[src/rtl/cfar_detector_assert.svh]
// Assertion macros used by the detector module.
`ifndef CFAR_DETECTOR_ASSERT_SVH
`define CFAR_DETECTOR_ASSERT_SVH
// A condition that must hold at every clock edge outside reset.
`define CFAR_CHECK(lbl, cond, msg) \
  lbl: assert property (@(posedge clk) disable iff (rst) (cond)) else $error(msg);
// A condition that, once true, forces another one in the following cycle.
`define CFAR_CHECK_NEXT(lbl, pre, post, msg) \
  lbl: assert property (@(posedge clk) disable iff (rst) (pre) |=> (post)) else $error(msg);
`endif

[src/rtl/cfar_pkg.sv]
package cfar_pkg;
  localparam int MaxGuard = 8;
  localparam int MaxNoise = 24;
  localparam int MaxFrame = 65535;
  localparam int WinDepth = 1 + 2 * MaxGuard + 2 * MaxNoise;
  localparam int PtrW = $clog2(WinDepth);
  localparam int DvdW = 38;
  localparam int DsrW = 6;
  localparam int CntW = $clog2(DvdW);

  localparam logic [7:0] RegMode = 8'd0;
  localparam logic [7:0] RegGuard = 8'd1;
  localparam logic [7:0] RegNoise = 8'd2;
  localparam logic [7:0] RegOffset = 8'd3;

  localparam logic [1:0] ModeSo = 2'd1;
  localparam logic [1:0] ModeGo = 2'd2;

  typedef enum logic [3:0] {
    S_IDLE, S_PLAN, S_SETUP, S_WALK, S_DIVA, S_WAITA, S_DIVB, S_WAITB, S_RES
  } state_t;
endpackage

[src/rtl/cfar_div.sv]
module cfar_div (
  input  logic clk,
  input  logic rst,
  input  logic start,
  input  logic [cfar_pkg::DvdW-1:0] dividend,
  input  logic [cfar_pkg::DsrW-1:0] divisor,
  output logic done,
  output logic [cfar_pkg::DvdW-1:0] quotient
);
  import cfar_pkg::*;

  logic busy;
  logic [CntW-1:0] cnt;
  logic [DsrW-1:0] rem;
  logic [DsrW-1:0] dsr;
  logic [DvdW-1:0] dvd;
  logic [DsrW:0] trial;
  logic ge;

  assign trial = {rem, dvd[DvdW-1]};
  assign ge = trial >= {1'b0, dsr};
  assign quotient = dvd;

  always_ff @(posedge clk) begin
    if (rst) begin
      busy <= 1'b0;
      done <= 1'b0;
      cnt <= '0;
    end else begin
      done <= 1'b0;
      if (start) begin
        busy <= 1'b1;
        cnt <= '0;
      end else if (busy) begin
        cnt <= cnt + 1'b1;
        if (cnt == CntW'(DvdW - 1)) begin
          busy <= 1'b0;
          done <= 1'b1;
        end
      end
    end
  end

  always_ff @(posedge clk) begin
    if (start) begin
      dvd <= dividend;
      dsr <= divisor;
      rem <= '0;
    end else if (busy) begin
      rem <= ge ? DsrW'(trial - {1'b0, dsr}) : trial[DsrW-1:0];
      dvd <= {dvd[DvdW-2:0], ge};
    end
  end
endmodule

[src/rtl/cfar_detector.sv]
// Channel  | Direction | Contents
// s_axis   | in        | tdata sample, tlast frame end
// m_axis   | out       | tdata cell result fields, tlast frame done
// cfg      | in        | register index and write data
// Each cell under test walks the window memory through its single read port, then takes one
// or two runs of the shared divider and a result state. The last item of a frame flushes up
// to guard+noise+1 cells. Input is taken only while the sequencer is idle, and a result
// waiting on m_axis_tready stalls the sequencer before its next result. Reset is synchronous.
module cfar_detector (
  input  logic clk,
  input  logic rst,
  input  logic s_axis_tvalid,
  output logic s_axis_tready,
  input  logic [31:0] s_axis_tdata,   // sample
  input  logic s_axis_tlast,
  output logic m_axis_tvalid,
  input  logic m_axis_tready,
  // cell_index, cell_value, floor_estimate, detect_level, detected,
  // peak_value, peak_index, peak_found, zero pad
  output logic [167:0] m_axis_tdata,
  output logic m_axis_tlast,          // frame_done
  input  logic cfg_valid,
  output logic cfg_ready,
  input  logic [7:0] cfg_index,
  input  logic [31:0] cfg_data
);
  import cfar_pkg::*;
  `include "cfar_detector_assert.svh"

  state_t state, state_next;

  logic [1:0] reg_mode, lat_mode;
  logic [3:0] reg_guard, lat_guard;
  logic [4:0] reg_noise, lat_noise;
  logic [31:0] reg_offset, lat_offset;

  logic [15:0] samples_seen, p, c, cend;
  logic [PtrW-1:0] wptr, cptr, kptr;
  logic last_r;
  logic signed [17:0] kpos;
  logic [6:0] j, jd;
  logic acc_en, acc_inb;
  logic [31:0] rdata;
  logic [31:0] mem [0:WinDepth-1];
  logic [36:0] left_sum, right_sum;
  logic [31:0] cell_val, qa, qb;
  logic [31:0] best_value;
  logic [15:0] best_index;
  logic best_valid;

  logic [5:0] e;
  logic in_acc, emit, load, sogo, is_end, right_edge, det, better;
  logic [31:0] flr;
  logic [32:0] lvl;
  logic [PtrW:0] cstart;
  logic [PtrW:0] kstart;
  logic div_start, div_done;
  logic [DvdW-1:0] div_dvd, div_q;
  logic [DsrW-1:0] div_dsr;

  assign cfg_ready = 1'b1;
  assign e = {2'b0, lat_guard} + {1'b0, lat_noise};
  assign in_acc = s_axis_tvalid && s_axis_tready;
  assign emit = last_r || (p >= {10'b0, e});
  assign sogo = (lat_mode == ModeSo) || (lat_mode == ModeGo);
  assign is_end = c == cend;
  assign right_edge = ({1'b0, c} + {11'b0, e}) > {1'b0, p};
  assign cstart = ({1'b0, wptr} >= {1'b0, e}) ? ({1'b0, wptr} - {1'b0, e})
                : ({1'b0, wptr} + (PtrW + 1)'(WinDepth) - {1'b0, e});
  assign kstart = ({1'b0, cptr} >= {1'b0, e}) ? ({1'b0, cptr} - {1'b0, e})
                : ({1'b0, cptr} + (PtrW + 1)'(WinDepth) - {1'b0, e});

  cfar_div u_div (
    .clk(clk), .rst(rst), .start(div_start), .dividend(div_dvd),
    .divisor(div_dsr), .done(div_done), .quotient(div_q)
  );

  always_comb begin
    state_next = state;
    case (state)
      S_IDLE:  if (in_acc) state_next = S_PLAN;
      S_PLAN:  state_next = emit ? S_SETUP : S_IDLE;
      S_SETUP: state_next = S_WALK;
      S_WALK:  if (j == {e, 1'b1}) state_next = S_DIVA;
      S_DIVA:  state_next = S_WAITA;
      S_WAITA: if (div_done) state_next = sogo ? S_DIVB : S_RES;
      S_DIVB:  state_next = S_WAITB;
      S_WAITB: if (div_done) state_next = S_RES;
      S_RES:   if (load) state_next = is_end ? S_IDLE : S_SETUP;
      default: state_next = S_IDLE;
    endcase
  end

  always_comb begin
    s_axis_tready = state == S_IDLE;
    div_start = (state == S_DIVA) || (state == S_DIVB);
    load = (state == S_RES) && (!m_axis_tvalid || m_axis_tready);
    if (state == S_DIVB) begin
      div_dvd = {1'b0, right_sum};
      div_dsr = {1'b0, lat_noise};
    end else if (sogo) begin
      div_dvd = {1'b0, left_sum};
      div_dsr = {1'b0, lat_noise};
    end else begin
      div_dvd = {1'b0, left_sum} + {1'b0, right_sum};
      div_dsr = {lat_noise, 1'b0};
    end
  end

  always_comb begin
    if (!sogo) flr = qa;
    else if (c < {10'b0, e}) flr = qb;
    else if (right_edge) flr = qa;
    else if (lat_mode == ModeSo) flr = (qa < qb) ? qa : qb;
    else flr = (qa > qb) ? qa : qb;
    lvl = {1'b0, flr} + {1'b0, lat_offset};
    det = {1'b0, cell_val} > lvl;
    better = det && (!best_valid || cell_val > best_value);
  end

  always_ff @(posedge clk) begin
    if (rst) begin
      state <= S_IDLE;
      reg_mode <= 2'd0;
      reg_guard <= 4'd2;
      reg_noise <= 5'd8;
      reg_offset <= '0;
      lat_mode <= 2'd0;
      lat_guard <= 4'd2;
      lat_noise <= 5'd8;
      lat_offset <= '0;
      samples_seen <= '0;
      wptr <= '0;
      acc_en <= 1'b0;
      best_value <= '0;
      best_index <= '0;
      best_valid <= 1'b0;
      m_axis_tvalid <= 1'b0;
    end else begin
      state <= state_next;
      if (cfg_valid) begin
        case (cfg_index)
          RegMode:   reg_mode <= cfg_data[1:0];
          RegGuard:  reg_guard <= cfg_data[3:0];
          RegNoise:  reg_noise <= cfg_data[4:0];
          RegOffset: reg_offset <= cfg_data;
          default:   ;
        endcase
      end
      if (in_acc && samples_seen == '0) begin
        lat_mode <= reg_mode;
        lat_guard <= (reg_guard > 4'(MaxGuard)) ? 4'(MaxGuard) : reg_guard;
        lat_noise <= (reg_noise == '0) ? 5'd1
                   : (reg_noise > 5'(MaxNoise)) ? 5'(MaxNoise) : reg_noise;
        lat_offset <= reg_offset;
      end
      acc_en <= (state == S_WALK) && (j <= {e, 1'b0});
      if (load) begin
        m_axis_tvalid <= 1'b1;
      end else if (m_axis_tready) begin
        m_axis_tvalid <= 1'b0;
      end
      if ((state == S_PLAN && !emit) || (load && is_end && !last_r)) begin
        samples_seen <= samples_seen + 1'b1;
        wptr <= (wptr == PtrW'(WinDepth - 1)) ? '0 : wptr + 1'b1;
      end
      if (load) begin
        if (is_end && last_r) begin
          samples_seen <= '0;
          wptr <= '0;
          best_value <= '0;
          best_index <= '0;
          best_valid <= 1'b0;
        end else if (better) begin
          best_value <= cell_val;
          best_index <= c;
          best_valid <= 1'b1;
        end
      end
    end
  end

  always_ff @(posedge clk) begin
    if (in_acc) begin
      mem[wptr] <= s_axis_tdata;
      p <= samples_seen;
      last_r <= s_axis_tlast || (samples_seen >= 16'(MaxFrame - 1));
    end
    rdata <= mem[kptr];
    if (state == S_PLAN) begin
      if (p >= {10'b0, e}) begin
        c <= p - {10'b0, e};
        cptr <= cstart[PtrW-1:0];
      end else begin
        c <= '0;
        cptr <= '0;
      end
      cend <= last_r ? p : p - {10'b0, e};
    end
    if (state == S_SETUP) begin
      kpos <= $signed({2'b0, c}) - $signed({12'b0, e});
      kptr <= kstart[PtrW-1:0];
      j <= '0;
      left_sum <= '0;
      right_sum <= '0;
    end
    if (state == S_WALK) begin
      jd <= j;
      acc_inb <= (kpos >= 0) && (kpos <= $signed({2'b0, p}));
      j <= j + 1'b1;
      kpos <= kpos + 18'sd1;
      kptr <= (kptr == PtrW'(WinDepth - 1)) ? '0 : kptr + 1'b1;
    end
    if (acc_en && acc_inb) begin
      if (jd < {2'b0, lat_noise}) left_sum <= left_sum + {5'b0, rdata};
      else if (jd == {1'b0, e}) cell_val <= rdata;
      else if (jd > {1'b0, e} + {3'b0, lat_guard}) right_sum <= right_sum + {5'b0, rdata};
    end
    if (acc_en && !acc_inb && jd == {1'b0, e}) cell_val <= '0;
    if (state == S_WAITA && div_done) qa <= div_q[31:0];
    if (state == S_WAITB && div_done) qb <= div_q[31:0];
    if (load) begin
      m_axis_tdata <= {5'b0, better || best_valid, better ? c : best_index,
                       better ? cell_val : best_value, det, lvl, flr, cell_val, c};
      m_axis_tlast <= is_end && last_r;
      if (!is_end) begin
        c <= c + 1'b1;
        cptr <= (cptr == PtrW'(WinDepth - 1)) ? '0 : cptr + 1'b1;
      end
    end
  end

  `CFAR_CHECK(a_div_only_when_idle_walk, !(div_start && state == S_WALK), "divider start in walk")
  `CFAR_CHECK(a_walk_bound, !(state == S_WALK && j > {e, 1'b1}), "walk ran past window")
  `CFAR_CHECK_NEXT(a_frame_clear, load && is_end && last_r, samples_seen == '0 && !best_valid, "frame state not cleared")
  `CFAR_CHECK_NEXT(a_hold_result, m_axis_tvalid && !m_axis_tready, m_axis_tvalid, "result dropped while stalled")
endmodule

[config.mk]
export PLATFORM = sky130hd
export DESIGN_NAME = cfar_detector
export DESIGN_NICKNAME = d
export VERILOG_FILES = /design/src/rtl/cfar_pkg.sv /design/src/rtl/cfar_div.sv /design/src/rtl/cfar_detector.sv
export VERILOG_INCLUDE_DIRS = /design/src /design/src/rtl
export SDC_FILE = /design/constraint.sdc
export NUM_CORES = 2
export LEC_CHECK = 0
export ABC_AREA = 1
export ABC_CLOCK_PERIOD_IN_PS = 10500
export BUFFER_PORTS_ARGS = -buffer_cell sky130_fd_sc_hd__buf_2
export CELL_PAD_IN_SITES_DETAIL_PLACEMENT = 0
export CELL_PAD_IN_SITES_GLOBAL_PLACEMENT = 1
export CORE_MARGIN = 5
export CORE_UTILIZATION = 45
export DETAILED_ROUTE_END_ITERATION = 8
export PLACE_DENSITY = 0.73
export SLEW_MARGIN = 25
export SYNTH_ARGS = -nofsm -noshare
export SYNTH_HDL_FRONTEND = slang
export SYNTH_SLANG_ARGS = --single-unit
[constraint.sdc]
create_clock -name clk -period 10.5 [get_ports clk]
set_input_delay 1.05 -clock clk [delete_from_list [all_inputs] [get_ports clk]]
set_output_delay 1.05 -clock clk [all_outputs]
set_load 0.03 [all_outputs]
# After elaboration in Yosys (flattened, before gate mapping)
# Memories as Yosys holds them, arrays and structs flattened. A register that Yosys moved wholly into a read port is not among the register bits.
# Index checks and enable logic that the tools add are counted.
# classes
n_mux	73
n_reduce_logical	46
n_div	0
shift	0
mul	0
eq_ne	25
order_cmp	18
add_sub_neg	24
bitwise	2
# op_table
op	count
two-way mux 37 bit	8
two-way mux 32 bit	8
two-way mux 16 bit	10
two-way mux 38 bit	4
two-way mux 7 bit	16
adder 37 x 32 -> 37 bit	2
greater-than comparator 32 bit	2
adder 37 x 37 -> 38 bit	1
two-way mux 18 bit	2
one-hot mux 4 bit (9 select lines)	1
adder 32 x 32 -> 33 bit	1
greater-than comparator 32 x 33 -> 1 bit	1
adder 16 x 1 -> 16 bit, second input constant	2
less-than comparator 32 bit	1
adder 7 x 1 -> 7 bit, second input constant	4
two-way mux 4 bit	7
subtractor 7 x 6 -> 7 bit	4
== test 7 bit, second input constant	3
greater-or-equal comparator 7 x 6 -> 1 bit	3
two-way mux 5 bit	4
adder 18 x 2 -> 18 bit, second input constant	1
greater-or-equal comparator 18 x 1 -> 1 bit, second input constant	1
<= comparator 18 x 17 -> 1 bit	1
adder 16 x 6 -> 17 bit	1
other kinds (47)	100
# totals
mem_bits_rw	2080
inputBits	78
wordCells	229
output_inout_bits	172
latchBits	0
n_memories	1
mem_bits_ro	0
ff_bits	652
# memory_table
memory	words	word_bits	rd	rd_clocked_by_memory_dff	write_ports	line	source
mem	65	32	1	1	1	cfar_detector.sv:44	logic [31:0] mem [0:WinDepth-1];

# Logic depth before layout (Yosys ltp)
# logic_depth
depth_word	11
ltp_mapped	60
depth_no_buf	57

# By module
# Synthesis repeated with hierarchy kept, for this count alone.
# unflattened
cells_unflattened	11253
area_unflattened_um2	123220.7
# modules_own_cells
mod	area_per_inst_um2	cells_each	n_inst	seq_area_each_um2
cfar_detector	120440.5	10942	1	78004.8
cfar_div	2780.2	311	1	1601.5

# Worst setup path after synthesis
# Ideal clock, no wire load.
# synth_timing
kind	flip-flop to flip-flop
startpoint	register lat_guard[0]
endpoint	register m_axis_tdata[135] (data pin)
period_less_slack_ns	7.868
path_buffers	3
arrival_time_ns	7.613
setup_ns	0.255
required_time_ns	10.245
stages_incl_launch_ff	57
slack_ns	2.632
cell_sequence	dfxtp_1 -> ha_1 -> inv_1 -> fa_1 -> inv_1 -> ha_1 -> a21oi_1 -> o21bai_1 -> nand2_1 -> nand2_1 -> a21oi_1 -> o21ai_0 -> nand2_1 -> nor2_1 -> nand2_1 -> nor2_1 -> nand2_1 -> xor2_1 -> [21 not listed] -> o21ai_2 -> xor2_1 -> inv_1 -> ha_1 -> nand2_1 -> nor2_1 -> inv_1 -> nor2_1 -> nand2_1 -> nand3_1 -> nand2_1 -> nand2_1 -> nand2_1 -> a21oi_2 -> buf_2 -> buf_2 -> nand4_1 -> and2_1
# synth_between
elab_chain_cells	10
elab_cells_between_ends	11
cone_classes	add/sub: 3; order compare: 3; mux: 4; reduce/logical: 1
# synth_lines
element	line	source
start: declaration	cfar_detector.sv:33	logic [3:0] reg_guard, lat_guard;
start signal: assignment	cfar_detector.sv:152	lat_guard <= (reg_guard > 4'(MaxGuard)) ? 4'(MaxGuard) : reg_guard;
adder 4 x 5 -> 6 bit *	cfar_detector.sv:62	assign e = {2'b0, lat_guard} + {1'b0, lat_noise};
adder 16 x 6 -> 17 bit	cfar_detector.sv:67	assign right_edge = ({1'b0, c} + {11'b0, e}) > {1'b0, p};
greater-than comparator 17 x 16 -> 1 bit	cfar_detector.sv:67	
two-way mux 32 bit	cfar_detector.sv:113	else if (right_edge) flr = qa;
two-way mux 32 bit *	cfar_detector.sv:112	else if (c < {10'b0, e}) flr = qb;
two-way mux 32 bit *	cfar_detector.sv:111	if (!sogo) flr = qa;
via flr[0]	cfar_detector.sv:53	logic [31:0] flr;
adder 32 x 32 -> 33 bit *	cfar_detector.sv:116	lvl = {1'b0, flr} + {1'b0, lat_offset};
via lvl[14]	cfar_detector.sv:54	logic [32:0] lvl;
greater-than comparator 32 x 33 -> 1 bit *	cfar_detector.sv:117	det = {1'b0, cell_val} > lvl;
logical AND 1 bit *	cfar_detector.sv:118	better = det && (!best_valid || cell_val > best_value);
two-way mux 32 bit *	n/a	
end signal: assignment	cfar_detector.sv:223	m_axis_tdata <= {5'b0, better || best_valid, better ? c : best_index,
end: declaration	cfar_detector.sv:20	output logic [167:0] m_axis_tdata,
# The timed path passes the listed nets; every way through them passes the cells marked *.
# A chain may end at the register's enable or synchronous reset.

# Worst setup path in the final report
# layout_timing
startpoint	register lat_guard[0]
endpoint	register m_axis_tdata[146] (data pin)
# layout_between
elab_chain_cells	10
elab_cells_between_ends	11
cone_classes	add/sub: 3; order compare: 3; mux: 4; reduce/logical: 1
# layout_lines
element	line
adder 4 x 5 -> 6 bit *	cfar_detector.sv:62
adder 16 x 6 -> 17 bit	cfar_detector.sv:67
greater-than comparator 17 x 16 -> 1 bit	cfar_detector.sv:67
two-way mux 32 bit	cfar_detector.sv:113
two-way mux 32 bit *	cfar_detector.sv:112
two-way mux 32 bit *	cfar_detector.sv:111
via flr[21]	cfar_detector.sv:53
adder 32 x 32 -> 33 bit *	cfar_detector.sv:116
via lvl[28]	cfar_detector.sv:54
greater-than comparator 32 x 33 -> 1 bit *	cfar_detector.sv:117
logical AND 1 bit *	cfar_detector.sv:118
two-way mux 16 bit *	n/a
# Marked as above.

==> results.py <==
metrics = {
    "floorplan": {
        "coreArea_sq_um": 271000,
        "initial_utilization_pct": 45.2,
        "io_pins": 250,
        "die-area_sq_um": 283000,
        "die_w_um": 532,
        "die_h_um": 532,
        "core.rowCount": 191,
    },
    "synthesis": {
        "syn_area_sq_um": 122000,
        "yosysUniqueCellTypes": 80,
        "ys.flop_type": "edfxtp_1",
        "synth_enable_flop_cells": 2425,
        "synth_mux_area_share_pct": 0.0164,
        "synth_compound_area_share_pct": 13.4,
        "synth_top_family_by_area": "compound AO/OA/AOI/OAI gates",
        "synthSimpleGateAreaFrac_pct": 12.1,
        "synth_warnings": 0,
        "synth_xor_area_share_pct": 1.47,
        "syn_inst": 11000,
        "async_flop_share_pct": 0,
        "synth-seq-cells": 2764,
        "synthAdderAreaFrac_pct": 3.97,
        "avgSynthCellArea_sq_um": 11.2,
        "yosysSeqAreaShare_pct": 65.0,
    },
    "clocking": {
        "cts.clk_slew.worst_paths_ns": 0.06,
        "numClockSinks": 2764,
        "cts_tree": "yes",
        "cts_buffers": 306,
        "clock-root-buffer": "clkbuf_16",
        "post_cts_buffers": 0,
        "clk_latency_ns": 0.93,
        "htree_levels": 5,
        "clk_path_buf_depth": 4,
        "ctsHoldBuffers": 0,
        "cts_resized": 0,
    },
    "critical_path": {
        "reg2regPathDepth": 50,
        "reg2reg_from": "lat_guard[0]",
        "setup.worst_path.end": "m_axis_tdata[146]",
        "required_ns": 11.11,
        "reg2reg_setup_slack_ns": 0.85,
        "critical_path_arrival_ns": 10.25,
        "cp_slowest_cell": "fa_1",
        "critPathLaunchType": "flip-flop",
        "endpoint_kind": "flip-flop",
        "path_class": "reg2reg",
        "startpoint": "lat_guard[0]",
        "worstPathMaxFanout": 49,
        "path_common_cell": "nand2_1",
        "reg2reg_to": "m_axis_tdata[146]",
        "slowest_delay_ns": 0.44,
    },
    "run": {
        "maxCapViolCount": 0,
    },
    "timing": {
        "clock_skew_ns": 0.126,
        "setup_viol": 0,
        "slew_viol_final": 0,
        "hold_viol": 0,
        "relSlewSlack_pct": 24.6,
        "worst_pin_slew_ns": 1.13,
        "period_needed_ns": 9.65,
        "setup_tns_ns": 0,
        "rsz0062_at_grt": "no",
        "fmax_ghz": 0.104,
        "hold_ws_ns": 0.445,
        "period_share_pct": 91.9,
    },
    "cells_and_area": {
        "drive_gt1_share_pct": 9.27,
        "mostFrequentLayoutCell": "edfxtp_1",
        "nets": 11600,
        "synthToLayoutAreaGrowth_pct": 12.6,
        "fill_cells": 23500,
        "fin_cells": 15000,
        "seq_area_sq_um": 79600,
        "multiInputGateArea_sq_um": 38600,
        "mostFrequentLayoutCells": "edfxtp_1 (2425), nor2_1 (1590), o21ai_0 (1364), nand2_1 (1162), inv_1 (592)",
    },
    "global_route": {
        "grt-ovfl-total": 0,
        "grt_max_degree": 188,
        "grt_pass1_vias": 84400,
        "grt_pass1_wl_um": 565000,
        "grt_use_total_pct": 26.4,
        "grt_antenna_before_repair": 16,
    },
    "detailed_routing": {
        "drt-pass1-iter-count": 6,
        "wl_per_cell_um": 25.8,
        "routed_wl_um": 386000,
        "vias_per_cell": 5.86,
        "vias": 87600,
        "drt_iter0_markers": 8635,
        "drc": 0,
        "ant_nets": 0,
    },
    "run_status": {
        "status": "completed",
    },
    "place": {
        "dpl.cell_count": 14400,
        "port_buffers": 243,
        "dp_hpwl_um": 238000,
        "gp_congestion": 0.942,
    },
    "power_and_ir_drop": {
        "peakVddDrop_v": 0.000306,
        "leakagePower_nw": 48.4,
        "power.density_nw_per_um2": 250,
    },
    "worst_hold_path": {
        "hold_class": "reg2reg",
    },
}
[metrics by stage]
step	power (mW)	setup slack [ns]	instance area, sq um	utilization [%]
floorplan	20.1	2.63	122000	-
global placement	23.8	0.873	128000	47.2
detailed placement	23.9	0.819	128000	47.2
CTS	34.6	0.792	138000	50.9
global route	36.2	0.0277	138000	50.9
finish	34.5	0.851	138000	50.9
[Yosys cell counts (all sizes together) (10+ instances only)]
cell,instances,area [sq um]
edfxtp,2425,72800
nor2,1666,6270
o21ai,1427,7160
nand2,1169,4410
inv,606,2270
a21oi,511,2580
nand3,430,2160
clkbuf,408,1530
o22ai,364,2280
ha,356,4450
dfxtp,339,6790
buf,184,1040
o221ai,137,1200
xor2,130,1150
nand4,128,807
o211ai,110,826
xnor2,74,648
nor3,66,335
a211oi,63,633
a31oi,57,357
and2,49,307
or2,28,175
a21o,27,203
o21bai,25,188
a2bb2oi,21,184
fa,20,400
nor4,20,125
a21boi,18,135
a22o,12,105
a221oi,11,96.3
o2111ai,11,96.3
o21a,11,82.6
nand3b,10,75.1
nor3b,10,91.3
[report_power, final]
group	internal, mW	switching (mW)
clock network	6.26	4.43
registers	12.5	0.583
logic	3.22	7.51
total	22.0	12.5
[worst min path at each step]
stage | startpoint | to | slack (ns) | depth (start not counted)
floorplan | c[10] | m_axis_tdata[10] | 0.40 | 0
global placement | mem[64][26] | rdata[26] | 0.43 | 2
detailed placement | mem[64][31] | rdata[31] | 0.43 | 2
CTS | cfg_data[8] | reg_offset[8] | 0.42 | 3
global route | cfg_data[8] | reg_offset[8] | 0.46 | 3
finish | mem[64][10] | rdata[10] | 0.44 | 2
[layout make-up]
type                            count  area share, %
Sequential cell                  2764           57.8
Antenna cell                        8         0.0145
Clock buffer                      393           5.94
Clock inverter                    161           1.26
Timing Repair Buffer              435           2.12
Multi-Input combinational cell   7013           28.0
Inverter                          614           1.69
Tap cell                         3570           3.24
[critical path: cells and delay by family, from the launching register on]
kind	cells	cell delay (ns)
simple gates	23	2.95
buf+inv	9	1.45
flops	1	0.39
xor+xnor	3	0.54
compound gates	9	1.85
fa+ha+maj	6	2.09
[metal layers]
metal	vias up	wire [um]	global-route usage, %
met5	-	12	0
met4	2	14500	9.16
met3	630	26800	3.76
met2	3454	183000	43.3
met1	43500	162000	36.1
li1	40000	-	-
[cell families after synthesis]
family	after synthesis
buffers and inverters	1206
adder cells (fa/ha/maj)	376
AND/OR/NAND/NOR	3582
XOR/XNOR	204
other	2
AO/OA/AOI/OAI	2843
multiplexers	2
flip-flops	2764
[registers in the layout (all words and copies together) (netlist names), 18 cells and up]
signal,cells
left_sum,37
reg_offset,32
lat_offset,32
u_div.quotient,38
qb,32
qa,32
best_value,32
m_axis_tdata,163
rdata,32
mem,2080
kpos,18
cell_val,32
right_sum,37
Power figures use the tool's default switching activity.
